$ cat config.mk
export PLATFORM = sky130hd
export DESIGN_NAME = source_text_lexer_top
export DESIGN_NICKNAME = d
export VERILOG_FILES = /design/src/rtl/stl_pkg.sv /design/src/rtl/stl_fifo.sv /design/src/rtl/stl_front.sv /design/src/rtl/stl_back.sv /design/src/rtl/source_text_lexer_top.sv
export SDC_FILE = /design/constraint.sdc
export NUM_CORES = 1
export LEC_CHECK = 0
export BUFFER_PORTS_ARGS = -buffer_cell sky130_fd_sc_hd__buf_2
export CAP_MARGIN = 20
export CORE_MARGIN = 4
export CORE_UTILIZATION = 30
export DETAILED_ROUTE_END_ITERATION = 10
export GPL_TIMING_DRIVEN = 0
export PLACE_DENSITY = 0.51
export SETUP_SLACK_MARGIN = 0.4
export SLEW_MARGIN = 15
export SYNTH_ARGS = -nofsm -noshare
export SYNTH_HDL_FRONTEND = slang
export SYNTH_SLANG_ARGS = --single-unit
$ cat constraint.sdc
create_clock -name clk -period 12 [get_ports clk]
set_clock_uncertainty 0.15 [all_clocks]
set_input_delay 1.2 -clock clk [delete_from_list [all_inputs] [get_ports clk]]
set_output_delay 1.2 -clock clk [all_outputs]
set_load 0.02 [all_outputs]
$ cat src/rtl/stl_pkg.sv
// ============================================================================
// stl_pkg
// Shared types, constants and helper functions of the source text lexer.
// ============================================================================
package stl_pkg;

    localparam int POS_W = 16;
    localparam int TOKW  = 16;
    localparam logic [POS_W-1:0] POS_MAX = '1;

    localparam int GROUP_MAX   = 3;
    localparam int GROUP_CNT_W = 2;

    localparam int FIFO_DEPTH = 4;
    localparam int FIFO_PTR_W = $clog2(FIFO_DEPTH);
    localparam int FIFO_CNT_W = $clog2(FIFO_DEPTH + 1);

    localparam logic [7:0] CH_0     = 8'h30;
    localparam logic [7:0] CH_9     = 8'h39;
    localparam logic [7:0] CH_LC_A  = 8'h61;
    localparam logic [7:0] CH_LC_Z  = 8'h7A;
    localparam logic [7:0] CH_UC_A  = 8'h41;
    localparam logic [7:0] CH_UC_Z  = 8'h5A;
    localparam logic [7:0] CH_UNDER = 8'h5F;
    localparam logic [7:0] CH_SPACE = 8'h20;
    localparam logic [7:0] CH_NL    = 8'h0A;
    localparam logic [7:0] CH_EQ    = 8'h3D;
    localparam logic [7:0] CH_BANG  = 8'h21;
    localparam logic [7:0] CH_LT    = 8'h3C;
    localparam logic [7:0] CH_GT    = 8'h3E;

    typedef enum logic [4:0] {
        KIND_NUMBER = 5'd0,
        KIND_IDENT  = 5'd1,
        KIND_IF     = 5'd2,
        KIND_ELSE   = 5'd3,
        KIND_FALSE  = 5'd4,
        KIND_TRUE   = 5'd5,
        KIND_FOR    = 5'd6,
        KIND_RETURN = 5'd7,
        KIND_WHILE  = 5'd8,
        KIND_LPAREN = 5'd9,
        KIND_RPAREN = 5'd10,
        KIND_LBRACE = 5'd11,
        KIND_RBRACE = 5'd12,
        KIND_COMMA  = 5'd13,
        KIND_DOT    = 5'd14,
        KIND_MINUS  = 5'd15,
        KIND_PLUS   = 5'd16,
        KIND_SEMI   = 5'd17,
        KIND_STAR   = 5'd18,
        KIND_SLASH  = 5'd19,
        KIND_NOT    = 5'd20,
        KIND_NE     = 5'd21,
        KIND_ASSIGN = 5'd22,
        KIND_EQ     = 5'd23,
        KIND_LT     = 5'd24,
        KIND_LE     = 5'd25,
        KIND_GT     = 5'd26,
        KIND_GE     = 5'd27,
        KIND_ERROR  = 5'd28,
        KIND_END    = 5'd29
    } kind_t;

    typedef struct packed {
        kind_t            kind;
        logic [TOKW-1:0]  start;
        logic [TOKW-1:0]  len;
    } token_t;

    typedef struct packed {
        logic [GROUP_CNT_W-1:0]  count;
        token_t [GROUP_MAX-1:0]  tok;
    } group_t;

    typedef struct packed {
        logic full;
        logic empty;
    } fifo_stat_t;

    typedef struct packed {
        logic  hit;
        kind_t kind;
    } punct_hit_t;

    function automatic logic [POS_W-1:0] sat_inc(logic [POS_W-1:0] v);
        return (v == POS_MAX) ? v : v + 1'b1;
    endfunction

    function automatic logic [TOKW-1:0] to_field(logic [POS_W-1:0] v);
        logic [31:0] w;
        w = 32'(v);
        return w[TOKW-1:0];
    endfunction

    function automatic kind_t ident_kind(logic [47:0] w, logic [POS_W-1:0] len);
        kind_t k;
        k = KIND_IDENT;
        if (len == POS_W'(2) && w[15:0] == 16'h6966)
            k = KIND_IF;
        if (len == POS_W'(3) && w[23:0] == 24'h666F72)
            k = KIND_FOR;
        if (len == POS_W'(4) && w[31:0] == 32'h656C7365)
            k = KIND_ELSE;
        if (len == POS_W'(4) && w[31:0] == 32'h74727565)
            k = KIND_TRUE;
        if (len == POS_W'(5) && w[39:0] == 40'h66616C7365)
            k = KIND_FALSE;
        if (len == POS_W'(5) && w[39:0] == 40'h7768696C65)
            k = KIND_WHILE;
        if (len == POS_W'(6) && w[47:0] == 48'h72657475726E)
            k = KIND_RETURN;
        return k;
    endfunction

    function automatic punct_hit_t punct_lookup(logic [7:0] c);
        punct_hit_t r;
        r.hit  = 1'b1;
        r.kind = KIND_ERROR;
        case (c)
            8'h28:   r.kind = KIND_LPAREN;
            8'h29:   r.kind = KIND_RPAREN;
            8'h7B:   r.kind = KIND_LBRACE;
            8'h7D:   r.kind = KIND_RBRACE;
            8'h2C:   r.kind = KIND_COMMA;
            8'h2E:   r.kind = KIND_DOT;
            8'h2D:   r.kind = KIND_MINUS;
            8'h2B:   r.kind = KIND_PLUS;
            8'h3B:   r.kind = KIND_SEMI;
            8'h2A:   r.kind = KIND_STAR;
            8'h2F:   r.kind = KIND_SLASH;
            default: r.hit  = 1'b0;
        endcase
        return r;
    endfunction

endpackage

$ cat src/rtl/stl_fifo.sv
// ============================================================================
// stl_fifo
// Short queue of token groups between the scanner and the output serializer.
// ============================================================================
module stl_fifo
    import stl_pkg::*;
(
    input  logic       clk,
    input  logic       rst_n,
    input  logic       push,
    input  group_t     wdata,
    input  logic       pop,
    output group_t     rdata,
    output fifo_stat_t stat
);

    group_t                entry_reg [FIFO_DEPTH];
    logic [FIFO_PTR_W-1:0] wr_ptr_reg;
    logic [FIFO_PTR_W-1:0] wr_ptr_next;
    logic [FIFO_PTR_W-1:0] rd_ptr_reg;
    logic [FIFO_PTR_W-1:0] rd_ptr_next;
    logic [FIFO_CNT_W-1:0] cnt_reg;
    logic [FIFO_CNT_W-1:0] cnt_next;

    always_comb
    begin
        wr_ptr_next = wr_ptr_reg;
        rd_ptr_next = rd_ptr_reg;
        cnt_next    = cnt_reg;
        if (push)
        begin
            wr_ptr_next = (wr_ptr_reg == FIFO_PTR_W'(FIFO_DEPTH - 1)) ? '0 : wr_ptr_reg + 1'b1;
        end
        if (pop)
        begin
            rd_ptr_next = (rd_ptr_reg == FIFO_PTR_W'(FIFO_DEPTH - 1)) ? '0 : rd_ptr_reg + 1'b1;
        end
        if (push && !pop)
        begin
            cnt_next = cnt_reg + 1'b1;
        end
        else if (pop && !push)
        begin
            cnt_next = cnt_reg - 1'b1;
        end
    end

    always_ff @(posedge clk or negedge rst_n)
    begin
        if (!rst_n)
        begin
            wr_ptr_reg <= '0;
            rd_ptr_reg <= '0;
            cnt_reg    <= '0;
        end
        else
        begin
            wr_ptr_reg <= wr_ptr_next;
            rd_ptr_reg <= rd_ptr_next;
            cnt_reg    <= cnt_next;
        end
    end

    always_ff @(posedge clk)
    begin
        if (push)
        begin
            entry_reg[wr_ptr_reg] <= wdata;
        end
    end

    assign rdata      = entry_reg[rd_ptr_reg];
    assign stat.full  = (cnt_reg == FIFO_CNT_W'(FIFO_DEPTH));
    assign stat.empty = (cnt_reg == '0);

endmodule

$ cat src/rtl/stl_front.sv
// ============================================================================
// stl_front
// Byte scanner: classifies each beat, tracks the pending token and builds
// the group of finished tokens that the beat causes.
// ============================================================================
module stl_front
    import stl_pkg::*;
(
    input  logic       clk,
    input  logic       rst_n,
    input  logic       in_valid,
    output logic       in_ready,
    input  logic [7:0] source_byte,
    input  logic       end_of_source,
    input  fifo_stat_t stat,
    output logic       push,
    output group_t     group
);

    typedef enum logic [1:0] {
        MODE_IDLE,
        MODE_NUMBER,
        MODE_IDENT,
        MODE_OPER
    } mode_t;

    typedef enum logic [1:0] {
        OP_NOT,
        OP_ASSIGN,
        OP_LT,
        OP_GT
    } oper_t;

    function automatic kind_t op_single(oper_t op);
        kind_t k;
        case (op)
            OP_NOT:    k = KIND_NOT;
            OP_ASSIGN: k = KIND_ASSIGN;
            OP_LT:     k = KIND_LT;
            OP_GT:     k = KIND_GT;
            default:   k = KIND_NOT;
        endcase
        return k;
    endfunction

    function automatic kind_t op_with_eq(oper_t op);
        kind_t k;
        case (op)
            OP_NOT:    k = KIND_NE;
            OP_ASSIGN: k = KIND_EQ;
            OP_LT:     k = KIND_LE;
            OP_GT:     k = KIND_GE;
            default:   k = KIND_NE;
        endcase
        return k;
    endfunction

    mode_t            mode_reg;
    mode_t            mode_next;
    oper_t            op_reg;
    oper_t            op_next;
    logic [POS_W-1:0] start_reg;
    logic [POS_W-1:0] start_next;
    logic [POS_W-1:0] len_reg;
    logic [POS_W-1:0] len_next;
    logic [47:0]      kwin_reg;
    logic [47:0]      kwin_next;
    logic [POS_W-1:0] pos_reg;
    logic [POS_W-1:0] pos_next;

    logic             accept;
    logic             is_digit;
    logic             is_alpha;
    logic             is_space;
    logic             is_oper;
    oper_t            oper_code;
    punct_hit_t       punct;
    logic             consumed;

    logic             a_vld;
    kind_t            a_kind;
    logic [POS_W-1:0] a_len;
    logic             b_vld;
    kind_t            b_kind;
    logic             c_vld;
    kind_t            c_kind;
    logic [POS_W-1:0] c_len;
    token_t           tok_a;
    token_t           tok_bc;
    token_t           tok_d;
    logic             bc_vld;

    assign in_ready = !stat.full;
    assign accept   = in_valid && in_ready;

    assign is_digit = (source_byte >= CH_0) && (source_byte <= CH_9);
    assign is_alpha = ((source_byte >= CH_LC_A) && (source_byte <= CH_LC_Z))
                   || ((source_byte >= CH_UC_A) && (source_byte <= CH_UC_Z))
                   || (source_byte == CH_UNDER);
    assign is_space = (source_byte == CH_SPACE) || (source_byte == CH_NL);
    assign punct    = punct_lookup(source_byte);

    always_comb
    begin
        is_oper   = 1'b1;
        oper_code = OP_NOT;
        case (source_byte)
            CH_BANG: oper_code = OP_NOT;
            CH_EQ:   oper_code = OP_ASSIGN;
            CH_LT:   oper_code = OP_LT;
            CH_GT:   oper_code = OP_GT;
            default: is_oper   = 1'b0;
        endcase
    end

    // close or extend the pending token, then open a new one
    always_comb
    begin
        mode_next  = mode_reg;
        op_next    = op_reg;
        start_next = start_reg;
        len_next   = len_reg;
        kwin_next  = kwin_reg;
        consumed   = 1'b0;
        a_vld      = 1'b0;
        a_kind     = KIND_NUMBER;
        a_len      = len_reg;
        b_vld      = 1'b0;
        b_kind     = KIND_ERROR;

        case (mode_reg)
            MODE_OPER:
            begin
                a_vld     = 1'b1;
                mode_next = MODE_IDLE;
                if (source_byte == CH_EQ)
                begin
                    a_kind   = op_with_eq(op_reg);
                    a_len    = POS_W'(2);
                    consumed = 1'b1;
                end
                else
                begin
                    a_kind = op_single(op_reg);
                    a_len  = POS_W'(1);
                end
            end
            MODE_NUMBER:
            begin
                if (is_digit)
                begin
                    len_next = sat_inc(len_reg);
                    consumed = 1'b1;
                end
                else
                begin
                    a_vld     = 1'b1;
                    a_kind    = KIND_NUMBER;
                    mode_next = MODE_IDLE;
                end
            end
            MODE_IDENT:
            begin
                if (is_alpha)
                begin
                    len_next  = sat_inc(len_reg);
                    kwin_next = {kwin_reg[39:0], source_byte};
                    consumed  = 1'b1;
                end
                else
                begin
                    a_vld     = 1'b1;
                    a_kind    = ident_kind(kwin_reg, len_reg);
                    mode_next = MODE_IDLE;
                end
            end
            default:
            begin
            end
        endcase

        if (!consumed)
        begin
            if (is_digit)
            begin
                mode_next  = MODE_NUMBER;
                start_next = pos_reg;
                len_next   = POS_W'(1);
            end
            else if (is_alpha)
            begin
                mode_next  = MODE_IDENT;
                start_next = pos_reg;
                len_next   = POS_W'(1);
                kwin_next  = {40'b0, source_byte};
            end
            else if (is_space)
            begin
            end
            else if (punct.hit)
            begin
                b_vld  = 1'b1;
                b_kind = punct.kind;
            end
            else if (is_oper)
            begin
                mode_next  = MODE_OPER;
                op_next    = oper_code;
                start_next = pos_reg;
                len_next   = POS_W'(1);
            end
            else
            begin
                b_vld = 1'b1;
            end
        end

        pos_next = sat_inc(pos_reg);
    end

    // flush of the pending token on the final beat
    always_comb
    begin
        c_vld  = (mode_next != MODE_IDLE);
        c_kind = KIND_NUMBER;
        c_len  = len_next;
        case (mode_next)
            MODE_IDENT:
            begin
                c_kind = ident_kind(kwin_next, len_next);
            end
            MODE_OPER:
            begin
                c_kind = op_single(op_next);
                c_len  = POS_W'(1);
            end
            default:
            begin
                c_kind = KIND_NUMBER;
            end
        endcase
    end

    // pack the tokens of this beat, in order, into one group
    always_comb
    begin
        tok_a.kind  = a_kind;
        tok_a.start = to_field(start_reg);
        tok_a.len   = to_field(a_len);

        tok_d.kind  = KIND_END;
        tok_d.start = to_field(pos_next);
        tok_d.len   = '0;

        bc_vld = b_vld || (end_of_source && c_vld);
        if (b_vld)
        begin
            tok_bc.kind  = b_kind;
            tok_bc.start = to_field(pos_reg);
            tok_bc.len   = to_field(POS_W'(1));
        end
        else
        begin
            tok_bc.kind  = c_kind;
            tok_bc.start = to_field(start_next);
            tok_bc.len   = to_field(c_len);
        end

        group.count = GROUP_CNT_W'(a_vld) + GROUP_CNT_W'(bc_vld)
                    + GROUP_CNT_W'(end_of_source);
        group.tok[2] = tok_d;
        if (a_vld)
        begin
            group.tok[0] = tok_a;
            group.tok[1] = bc_vld ? tok_bc : tok_d;
        end
        else if (bc_vld)
        begin
            group.tok[0] = tok_bc;
            group.tok[1] = tok_d;
        end
        else
        begin
            group.tok[0] = tok_d;
            group.tok[1] = tok_d;
        end
    end

    assign push = accept && (group.count != '0);

    always_ff @(posedge clk or negedge rst_n)
    begin
        if (!rst_n)
        begin
            mode_reg  <= MODE_IDLE;
            op_reg    <= OP_NOT;
            start_reg <= '0;
            len_reg   <= '0;
            kwin_reg  <= '0;
            pos_reg   <= '0;
        end
        else if (accept)
        begin
            if (end_of_source)
            begin
                mode_reg  <= MODE_IDLE;
                op_reg    <= OP_NOT;
                start_reg <= '0;
                len_reg   <= '0;
                kwin_reg  <= '0;
                pos_reg   <= '0;
            end
            else
            begin
                mode_reg  <= mode_next;
                op_reg    <= op_next;
                start_reg <= start_next;
                len_reg   <= len_next;
                kwin_reg  <= kwin_next;
                pos_reg   <= pos_next;
            end
        end
    end

endmodule

$ cat src/rtl/stl_back.sv
// ============================================================================
// stl_back
// Output serializer: walks the head group one token per beat and pops it
// after its last token is taken.
// ============================================================================
module stl_back
    import stl_pkg::*;
(
    input  logic              clk,
    input  logic              rst_n,
    input  fifo_stat_t        stat,
    input  group_t            head,
    output logic              pop,
    output logic              out_valid,
    input  logic              out_ready,
    output logic [4:0]        token_kind,
    output logic [TOKW-1:0]   token_start,
    output logic [TOKW-1:0]   token_length,
    output logic              last_of_run
);

    logic [GROUP_CNT_W-1:0] idx_reg;
    logic [GROUP_CNT_W-1:0] idx_next;
    logic                   fire;
    token_t                 cur;

    assign out_valid    = !stat.empty;
    assign cur          = head.tok[idx_reg];
    assign token_kind   = cur.kind;
    assign token_start  = cur.start;
    assign token_length = cur.len;
    assign last_of_run  = (idx_reg == (head.count - 1'b1));

    assign fire = out_valid && out_ready;
    assign pop  = fire && last_of_run;

    always_comb
    begin
        idx_next = idx_reg;
        if (pop)
        begin
            idx_next = '0;
        end
        else if (fire)
        begin
            idx_next = idx_reg + 1'b1;
        end
    end

    always_ff @(posedge clk or negedge rst_n)
    begin
        if (!rst_n)
        begin
            idx_reg <= '0;
        end
        else
        begin
            idx_reg <= idx_next;
        end
    end

endmodule

$ cat src/rtl/source_text_lexer_top.sv
// ============================================================================
// source_text_lexer_top
// Streaming lexical scanner: source bytes in, tokens (kind, start, length)
// out, with a group queue between the scanner and the output serializer.
// ============================================================================
//   channel | beat                              | handshake
//   --------+-----------------------------------+---------------------
//   in      | source_byte, end_of_source        | in_valid / in_ready
//   out     | token_kind, token_start,          | out_valid / out_ready
//           | token_length, last_of_run         |
//
// The scanner takes one byte per cycle while in_ready is high; a byte's tokens
// reach the output no earlier than the next cycle, one token per cycle while out_ready is high.
// A byte causes 0 to 3 tokens, which leave the output one per beat.
// in_ready drops only while the four-group queue is full.
// rst_n clears all control state at once; no clearing pass.
// ============================================================================
module source_text_lexer_top
    import stl_pkg::*;
(
    input  logic            clk,
    input  logic            rst_n,
    input  logic            in_valid,
    output logic            in_ready,
    input  logic [7:0]      source_byte,
    input  logic            end_of_source,
    output logic            out_valid,
    input  logic            out_ready,
    output logic [4:0]      token_kind,
    output logic [TOKW-1:0] token_start,
    output logic [TOKW-1:0] token_length,
    output logic            last_of_run
);

    fifo_stat_t stat;
    group_t     wgroup;
    group_t     head;
    logic       push;
    logic       pop;

    stl_front u_front (
        .clk           (clk),
        .rst_n         (rst_n),
        .in_valid      (in_valid),
        .in_ready      (in_ready),
        .source_byte   (source_byte),
        .end_of_source (end_of_source),
        .stat          (stat),
        .push          (push),
        .group         (wgroup)
    );

    stl_fifo u_fifo (
        .clk   (clk),
        .rst_n (rst_n),
        .push  (push),
        .wdata (wgroup),
        .pop   (pop),
        .rdata (head),
        .stat  (stat)
    );

    stl_back u_back (
        .clk          (clk),
        .rst_n        (rst_n),
        .stat         (stat),
        .head         (head),
        .pop          (pop),
        .out_valid    (out_valid),
        .out_ready    (out_ready),
        .token_kind   (token_kind),
        .token_start  (token_start),
        .token_length (token_length),
        .last_of_run  (last_of_run)
    );

endmodule

==> results of run 1 <==
layout make-up:
cell class	count	share of cell area, %
Sequential cell	477	52.4
Tap cell	969	4.61
Multi-Input combinational cell	1077	31.4
Inverter	42	0.600
Clock buffer	62	5.25
Timing Repair Buffer	66	2.08
Buffer	127	2.01
Antenna cell	3	0.0286
Clock inverter	37	1.57
Yosys cell counts (6+ instances only):
master,instances,area [µm²]
a41oi_1,6,52.6
a31oi_1,16,100
xor2_1,7,61.3
nor2_1,119,447
o21ai_0,94,470
or3_1,10,62.6
nor3_1,40,200
nand3_1,32,160
o22ai_1,38,238
nand4b_1,10,87.6
o22a_1,8,70.1
mux4_2,92,2070
xnor2_1,11,96.3
buf_2,12,60.1
ha_1,15,188
and2_1,19,119
a22oi_1,28,210
nor2b_1,11,68.8
inv_1,41,154
nand3b_1,7,52.6
nor4_1,22,138
nand4_1,21,131
o31ai_1,11,82.6
and3_1,9,56.3
a21oi_1,71,355
buf_1,21,78.8
nor3b_1,6,45.0
a22o_1,67,587
mux2i_1,34,340
a211oi_1,11,82.6
or4_1,8,60.1
edfxtp_1,368,11100
dfrtp_1,109,2730
or2_2,6,37.5
clkbuf_1,89,334
nand2b_1,13,81.3
nand2_1,135,507
and4_1,7,61.3
routing by layer:
metal	wire, µm	GRT usage [%]	up-vias
met5	34	0	-
met4	1200	3.60	6
met3	4130	2.90	79
met2	31500	26.4	461
met1	31200	23.9	8017
li1	-	-	6995
metrics by stage:
step                      area [µm²]  power, W  worst slack, ps
after global placement         24200   0.00391             1750
final                          26300   0.00554             5460
after CTS                      26200   0.00561             5560
after global routing           26300   0.00581             4940
after detailed placement       24400   0.00394             4930
after floorplan                22700   0.00329             4910
power by group through the flow:
| stage | registers (W) | logic [W] | clock network, W |
|---|---|---|---|
| 2_1_floorplan | 0.00215 | 0.00114 | 0 |
| 6_report | 0.00213 | 0.00176 | 0.00166 |
| 4_1_cts | 0.00213 | 0.00179 | 0.00169 |
| 3_3_place_gp | 0.00219 | 0.00172 | 0 |
| 5_1_grt | 0.00214 | 0.00190 | 0.00176 |
| 3_5_place_dp | 0.00216 | 0.00179 | 0 |
worst paths after layout:
path                                       end           startpoint  cells after the start  slack (ps)
min in group clk             u_fifo.cnt_reg[2]    u_fifo.cnt_reg[2]                      1         350
max                          u_fifo.cnt_reg[2]       source_byte[4]                     19        5460
max in group asynchronous  u_front.len_reg[13]                rst_n                      2       10570
max reg2reg                  u_fifo.cnt_reg[2]  u_front.mode_reg[0]                     20        5780
min reg2reg                  u_fifo.cnt_reg[2]    u_fifo.cnt_reg[2]                      1         350
min                         u_front.len_reg[2]                rst_n                      1         350
kinds of logic after synthesis:
kind of cell	synth area share, %
simple gates	11.4
compound gates	12.4
flops	60.7
xor+xnor	0.694
mux	10.9
buf+inv	3.03
fa+ha+maj	1.00
==> flow_metrics.tcl, run 1 <==
set metrics [dict create \
    die_x_um 283 \
    fin_setup_tns_ps 0 \
    path_buf_inv 4 \
    crit_path_end_kind "flip-flop" \
    worst_path_largest_cell_delay_ps 710 \
    drtAntennaViolNets 0 \
    detailroute.via_count 15600 \
    clk_pin_slew_ps 70 \
    synth_ff_type "edfxtp_1" \
    clockBufferDepth 3 \
    place.gp.congestion 0.919 \
    maxSlewHeadroom_pct 25.8 \
    fill_cells 7245 \
    largest_reg_flops 368 \
    die_height_um 283 \
    maxCapViolCount 0 \
    syn_inst 1723 \
    hold_ws_ps 351 \
    start_kind "input port" \
    grt_pass1_vias 15700 \
    clock.fmax_ghz 0.153 \
    vdd_ir_drop_max_mv 0.120 \
    final_util_pct 35.2 \
    setup_viol 0 \
    grt_pass1_wl_um 103000 \
    rsz0062_at_grt "false" \
    clk_latency_ps 620 \
    final_hold_viol_count 0 \
    dieArea_um2 80200 \
    cts.sinks 477 \
    instances_no_fill 2860 \
    ys_ff_latch 477 \
    crit_type "input port to flip-flop" \
    final_common_cell "edfxtp_1" \
    wl_per_cell_um 23.8 \
    synth_edf_count 368 \
    areaGrowthSynthToFinish_pct 15.7 \
    first_pass_iters 5 \
    p_seq_share_pct 38.4 \
    synth.distinct_cells 84 \
    htreeDepth 2 \
    cp_max_fo 10 \
    status "finished, final reports clean" \
    synth_nets 1753 \
    synthArstFlopShare_pct 22.9 \
    yosysSeqAreaShare_pct 60.7 \
    cts_setup_buffers 0 \
    final_cell_mix "368 x edfxtp_1, 135 x nand2_1, 119 x nor2_1, 109 x dfrtp_1, 96 x clkbuf_1" \
    crit_family "compound AO/OA/AOI/OAI gates" \
    worstPathArrival_ps 6920 \
    post-route-drc-count 0 \
    rows 100 \
    power_frac_clock_pct 29.9 \
    syn-cell-area_um2 22700 \
    multi_input_area_um2 8260 \
    synth.avg_cell_area_um2 13.2 \
    p_int_w 0.00368 \
    sw_frac_of_total_pct 33.6 \
    cp_cell_sequence "buf_2 -> clkbuf_1 -> o2111ai_2 -> a21oi_1 -> o21ai_0 -> a21boi_0 -> o21ai_0 -> nand2_1 -> clkbuf_1 -> nand2_1 -> fa_1 -> nor2_1 -> nor2_1 -> ha_1 -> inv_1 -> fa_1 -> xor2_1 -> nor2_1 -> xor2_1" \
    numCtsBuffers 53 \
    gr-total-overflow 0 \
    worst_pin_slew_ps 1100 \
    core_area_um2 74700 \
    cts-hold-fix-buffers 0 \
    finalMaxSlewViolations 0 \
    hpwl_um 48200 \
    gr-usage-all-layers_pct 16.6 \
    drive_gt1_share_pct 15.8 \
    hp-class "input port to asynchronous set/reset pin" \
    yosys_warnings 0 \
    min_period_over_period_pct 54.5 \
    cts_root_buf "clkbuf_16" \
    initial_core_util_pct 30.4 \
    drt-total-wl_um 68000 \
    seq_area_um2 13800 \
    cpMostUsedCell "nor2_1" \
    p_comb_share_pct 31.7 \
    nets 1874 \
    dp_cells 2755 \
    drtIter0Drc 1261 \
    grt_max_degree 73 \
    worstPathRequired_ps 12380 \
    power.static_leakage_nw 8.90 \
    period_needed_ps 6540 \
    via_per_inst 5.44 \
    power_density_nw_per_um2 211 \
    antenna_found_initial 6 \
    cp_slowest_cell "fa_1" \
    cts_tree "built" \
    post_cts_resize_count 0 \
    p_switching_w 0.00186 \
    portBuffers 51 \
    ios 53 \
]
(Power assumes the default switching activity.)
==> run 2: changes to the inputs <==
Settings changed: ABC_AREA set to 1.
Clock period 12 ns to 6.4 ns, I/O delays scaled along.
==> run 2 against run 1 <==
Sequential share of layout area fell by 1.8 points. Hold slack improved by 29 ps. Sequential cell count did not move. Register-to-register slack got worse by 4300 ps. Worst setup slack got worse by 4200 ps. Global-route usage rose by 2.2 points. Highest routed layer is now met4. Wire length rose by 17%. First-iteration DRC count rose by 43%.
==> flow_metrics.tcl, run 2 <==
set metrics [dict create \
    status "finished, final reports clean" \
    hpwl_um 58700 \
    worst_pin_slew_ps 1050 \
    cts_root_buf "clkbuf_16" \
    cp_slowest_cell "fa_1" \
    nets 2665 \
    maxSlewHeadroom_pct 29.0 \
    synthTopCellsByCount "421 x nand2_1, 368 x edfxtp_1, 361 x nor2_1" \
    synth_ff_type "edfxtp_1" \
    yosys.area.top_type_share_pct 47.2 \
    power.static_leakage_nw 9.98 \
    crit_path_end_kind "flip-flop" \
    ys_ff_latch 477 \
    post-synth-top-count-cell "nand2_1" \
    sw_frac_of_total_pct 38.6 \
    hold_start "u_front.kwin_reg[44]" \
    die_height_um 287 \
    worstPathArrival_ps 5320 \
    die_x_um 287 \
    start_kind "input port" \
    synthArstFlopShare_pct 22.9 \
    clk_pin_slew_ps 60 \
    r2r_start "u_front.mode_reg[0]" \
    cp_max_fo 22 \
    synth.avg_cell_area_um2 9.33 \
    grt_pass1_vias 18800 \
    drive_gt1_share_pct 8.18 \
    dieArea_um2 82600 \
    portBuffers 52 \
    path_buf_inv 6 \
    drt-total-wl_um 79700 \
    power_density_nw_per_um2 402 \
    hp-class "flip-flop to flip-flop" \
    hold_ws_ps 380 \
    r2r_cells 20 \
    synth_nets 2539 \
    finalInstanceArea_um2 27200 \
    dp_cells 3619 \
    placed_area_um2 25400 \
    ios 53 \
    power_frac_clock_pct 28.5 \
    final_cell_mix "421 x nand2_1, 368 x edfxtp_1, 357 x nor2_1, 278 x o21ai_0, 210 x inv_1" \
    initial_core_util_pct 30.2 \
    synth.distinct_cells 52 \
    place.gp.congestion 0.922 \
    cts_tree "built" \
    htreeDepth 2 \
    rsz0062_at_grt "false" \
    fin_setup_tns_ps 0 \
    rows 102 \
    ff2ff_setup_slack_ps 1500 \
    crit_type "input port to flip-flop" \
    holdPathEnd "u_front.kwin_reg[44]" \
    setup_viol 0 \
    p_comb_share_pct 35.1 \
    synthTopCellsByArea "edfxtp_1 47%, dfrtp_1 12%, nand2_1 6.7%" \
    cts_setup_buffers 0 \
    final_hold_viol_count 0 \
    num_antenna_cells 0 \
    areaGrowthSynthToFinish_pct 16.2 \
    wl_per_cell_um 21.4 \
    worstPathRequired_ps 6550 \
    gr-usage-all-layers_pct 18.8 \
    clk_latency_ps 610 \
    finalMaxSlewViolations 0 \
    maxCapViolCount 0 \
    r2r-end "u_fifo.cnt_reg[1]" \
    vdd_ir_drop_max_mv 0.221 \
    core_area_um2 77500 \
    largest_reg_flops 368 \
    final_common_cell "nand2_1" \
    min_path_cells 2 \
    gr-total-overflow 0 \
    yosys_warnings 0 \
    first_pass_iters 5 \
    p_int_w 0.00672 \
    crit_family "simple AND/OR/NAND/NOR gates" \
    p_switching_w 0.00423 \
    period_needed_ps 5170 \
    syn_inst 2509 \
    synth_top_area_cell "edfxtp_1" \
    clock.fmax_ghz 0.193 \
    min_period_over_period_pct 80.8 \
    numCtsBuffers 52 \
    antenna_found_initial 2 \
    clockBufferDepth 3 \
    instances_no_fill 3718 \
    worst_path_largest_cell_delay_ps 610 \
    yosysSeqAreaShare_pct 58.8 \
    grt_pass1_wl_um 118000 \
    syn-cell-area_um2 23400 \
    via_per_inst 5.20 \
    post-route-drc-count 0 \
    drtIter0Drc 1809 \
    cp_cell_sequence "buf_2 -> nor2_1 -> nand3_1 -> nor2_1 -> nand2_1 -> nand3_1 -> nand2_2 -> nand2_2 -> nand3_1 -> nand2_1 -> a21boi_4 -> inv_1 -> nand2_2 -> buf_4 -> fa_1 -> o21ai_1 -> clkbuf_8 -> nor2_4 -> buf_16 -> buf_12" \
    p_seq_share_pct 36.4 \
    drtAntennaViolNets 0 \
    synth_edf_count 368 \
    cts.sinks 477 \
    detailroute.via_count 19300 \
    grt_max_degree 66 \
]
[run 2: cell families (layout without fill, tap and decap cells)]
| family | count (synthesis) | in the layout | share of synthesized area [%] |
|---|---|---|---|
| flip-flops | 477 | 477 | 58.8 |
| AO/OA/AOI/OAI | 571 | 571 | 14.0 |
| AND/OR/NAND/NOR | 1074 | 1074 | 19.5 |
| buffers and inverters | 352 | 521 | 5.98 |
| adder cells (fa/ha/maj) | 17 | 17 | 0.973 |
| XOR/XNOR | 18 | 18 | 0.673 |
[run 2: final cells by class]
| type | instances | area [µm²] |
|---|---|---|
| clock inverters | 35 | 414 |
| flip-flops and latches | 477 | 13800 |
| multi-input cells | 1680 | 8260 |
| clock buffers | 62 | 1360 |
| inverters | 220 | 826 |
| repair buffers | 72 | 688 |
| well taps | 1040 | 1300 |
| fillers | 7877 | 50300 |
| plain buffers | 132 | 574 |
[run 2: how the worst max path moves through the flow]
stage / from / to / slack, ps / depth (start not counted)
after floorplan: source_byte[7] / u_fifo.entry_reg[3][0] / 270 / 16
final: source_byte[7] / u_fifo.entry_reg[3][46] / 1230 / 20
after global placement: source_byte[7] / u_fifo.entry_reg[3][10] / -3360 / 17
after global routing: source_byte[7] / u_fifo.cnt_reg[2] / 900 / 25
after detailed placement: source_byte[7] / u_fifo.cnt_reg[1] / -60 / 21
after CTS: source_byte[7] / u_fifo.cnt_reg[1] / 600 / 21
[run 2: worst reg2reg max path, stage by stage (launching register included)]
cell and delay (ps):
dfrtp_1 420, ha_1 280, nand2_1 240, nand3_1 130, nand2_2 180, nand2_2 230, nand3_1 150, nand2_1 170
a21boi_4 390, inv_1 100, nand2_2 200, buf_4 250, fa_1 510, o21ai_1 180, clkbuf_8 220, inv_1 110
ha_1 210, inv_1 110, fa_1 400, nor2_1 100, a21oi_1 50
[run 2: timing repair]
item | 4_1_cts | 5_1_grt
hold buffers | 1 | 0
hold endpoints to repair | 64 | 0
gates resized for setup | 0 | 0
[run 2: power by group through the flow]
stage               combinational (W)  clock (W)  sequential [W]
floorplan                     0.00227          0         0.00403
global placement              0.00369          0         0.00411
finish                        0.00384    0.00312         0.00398
detailed placement            0.00386          0         0.00405
CTS                           0.00387    0.00317         0.00398
global route                  0.00418    0.00331         0.00401
[run 2: layer usage]
layer	track usage [%]	vias to the layer above	part of all wire [%]
met1	26.1	9447	45
li1	-	9081	-
met4	5.40	0	2.8
met2	30.6	666	46
met3	2.87	124	6.1
met5	0	-	0
[run 2: per-stage QoR]
stage / power [W] / utilization (%) / setup WS, ps
floorplan: 0.00630 / - / 268
global placement: 0.00780 / 32.3 / -3360
detailed placement: 0.00790 / 32.8 / -62.9
CTS: 0.0110 / 35.1 / 595
global route: 0.0115 / 35.1 / 903
finish: 0.0109 / 35.1 / 1230
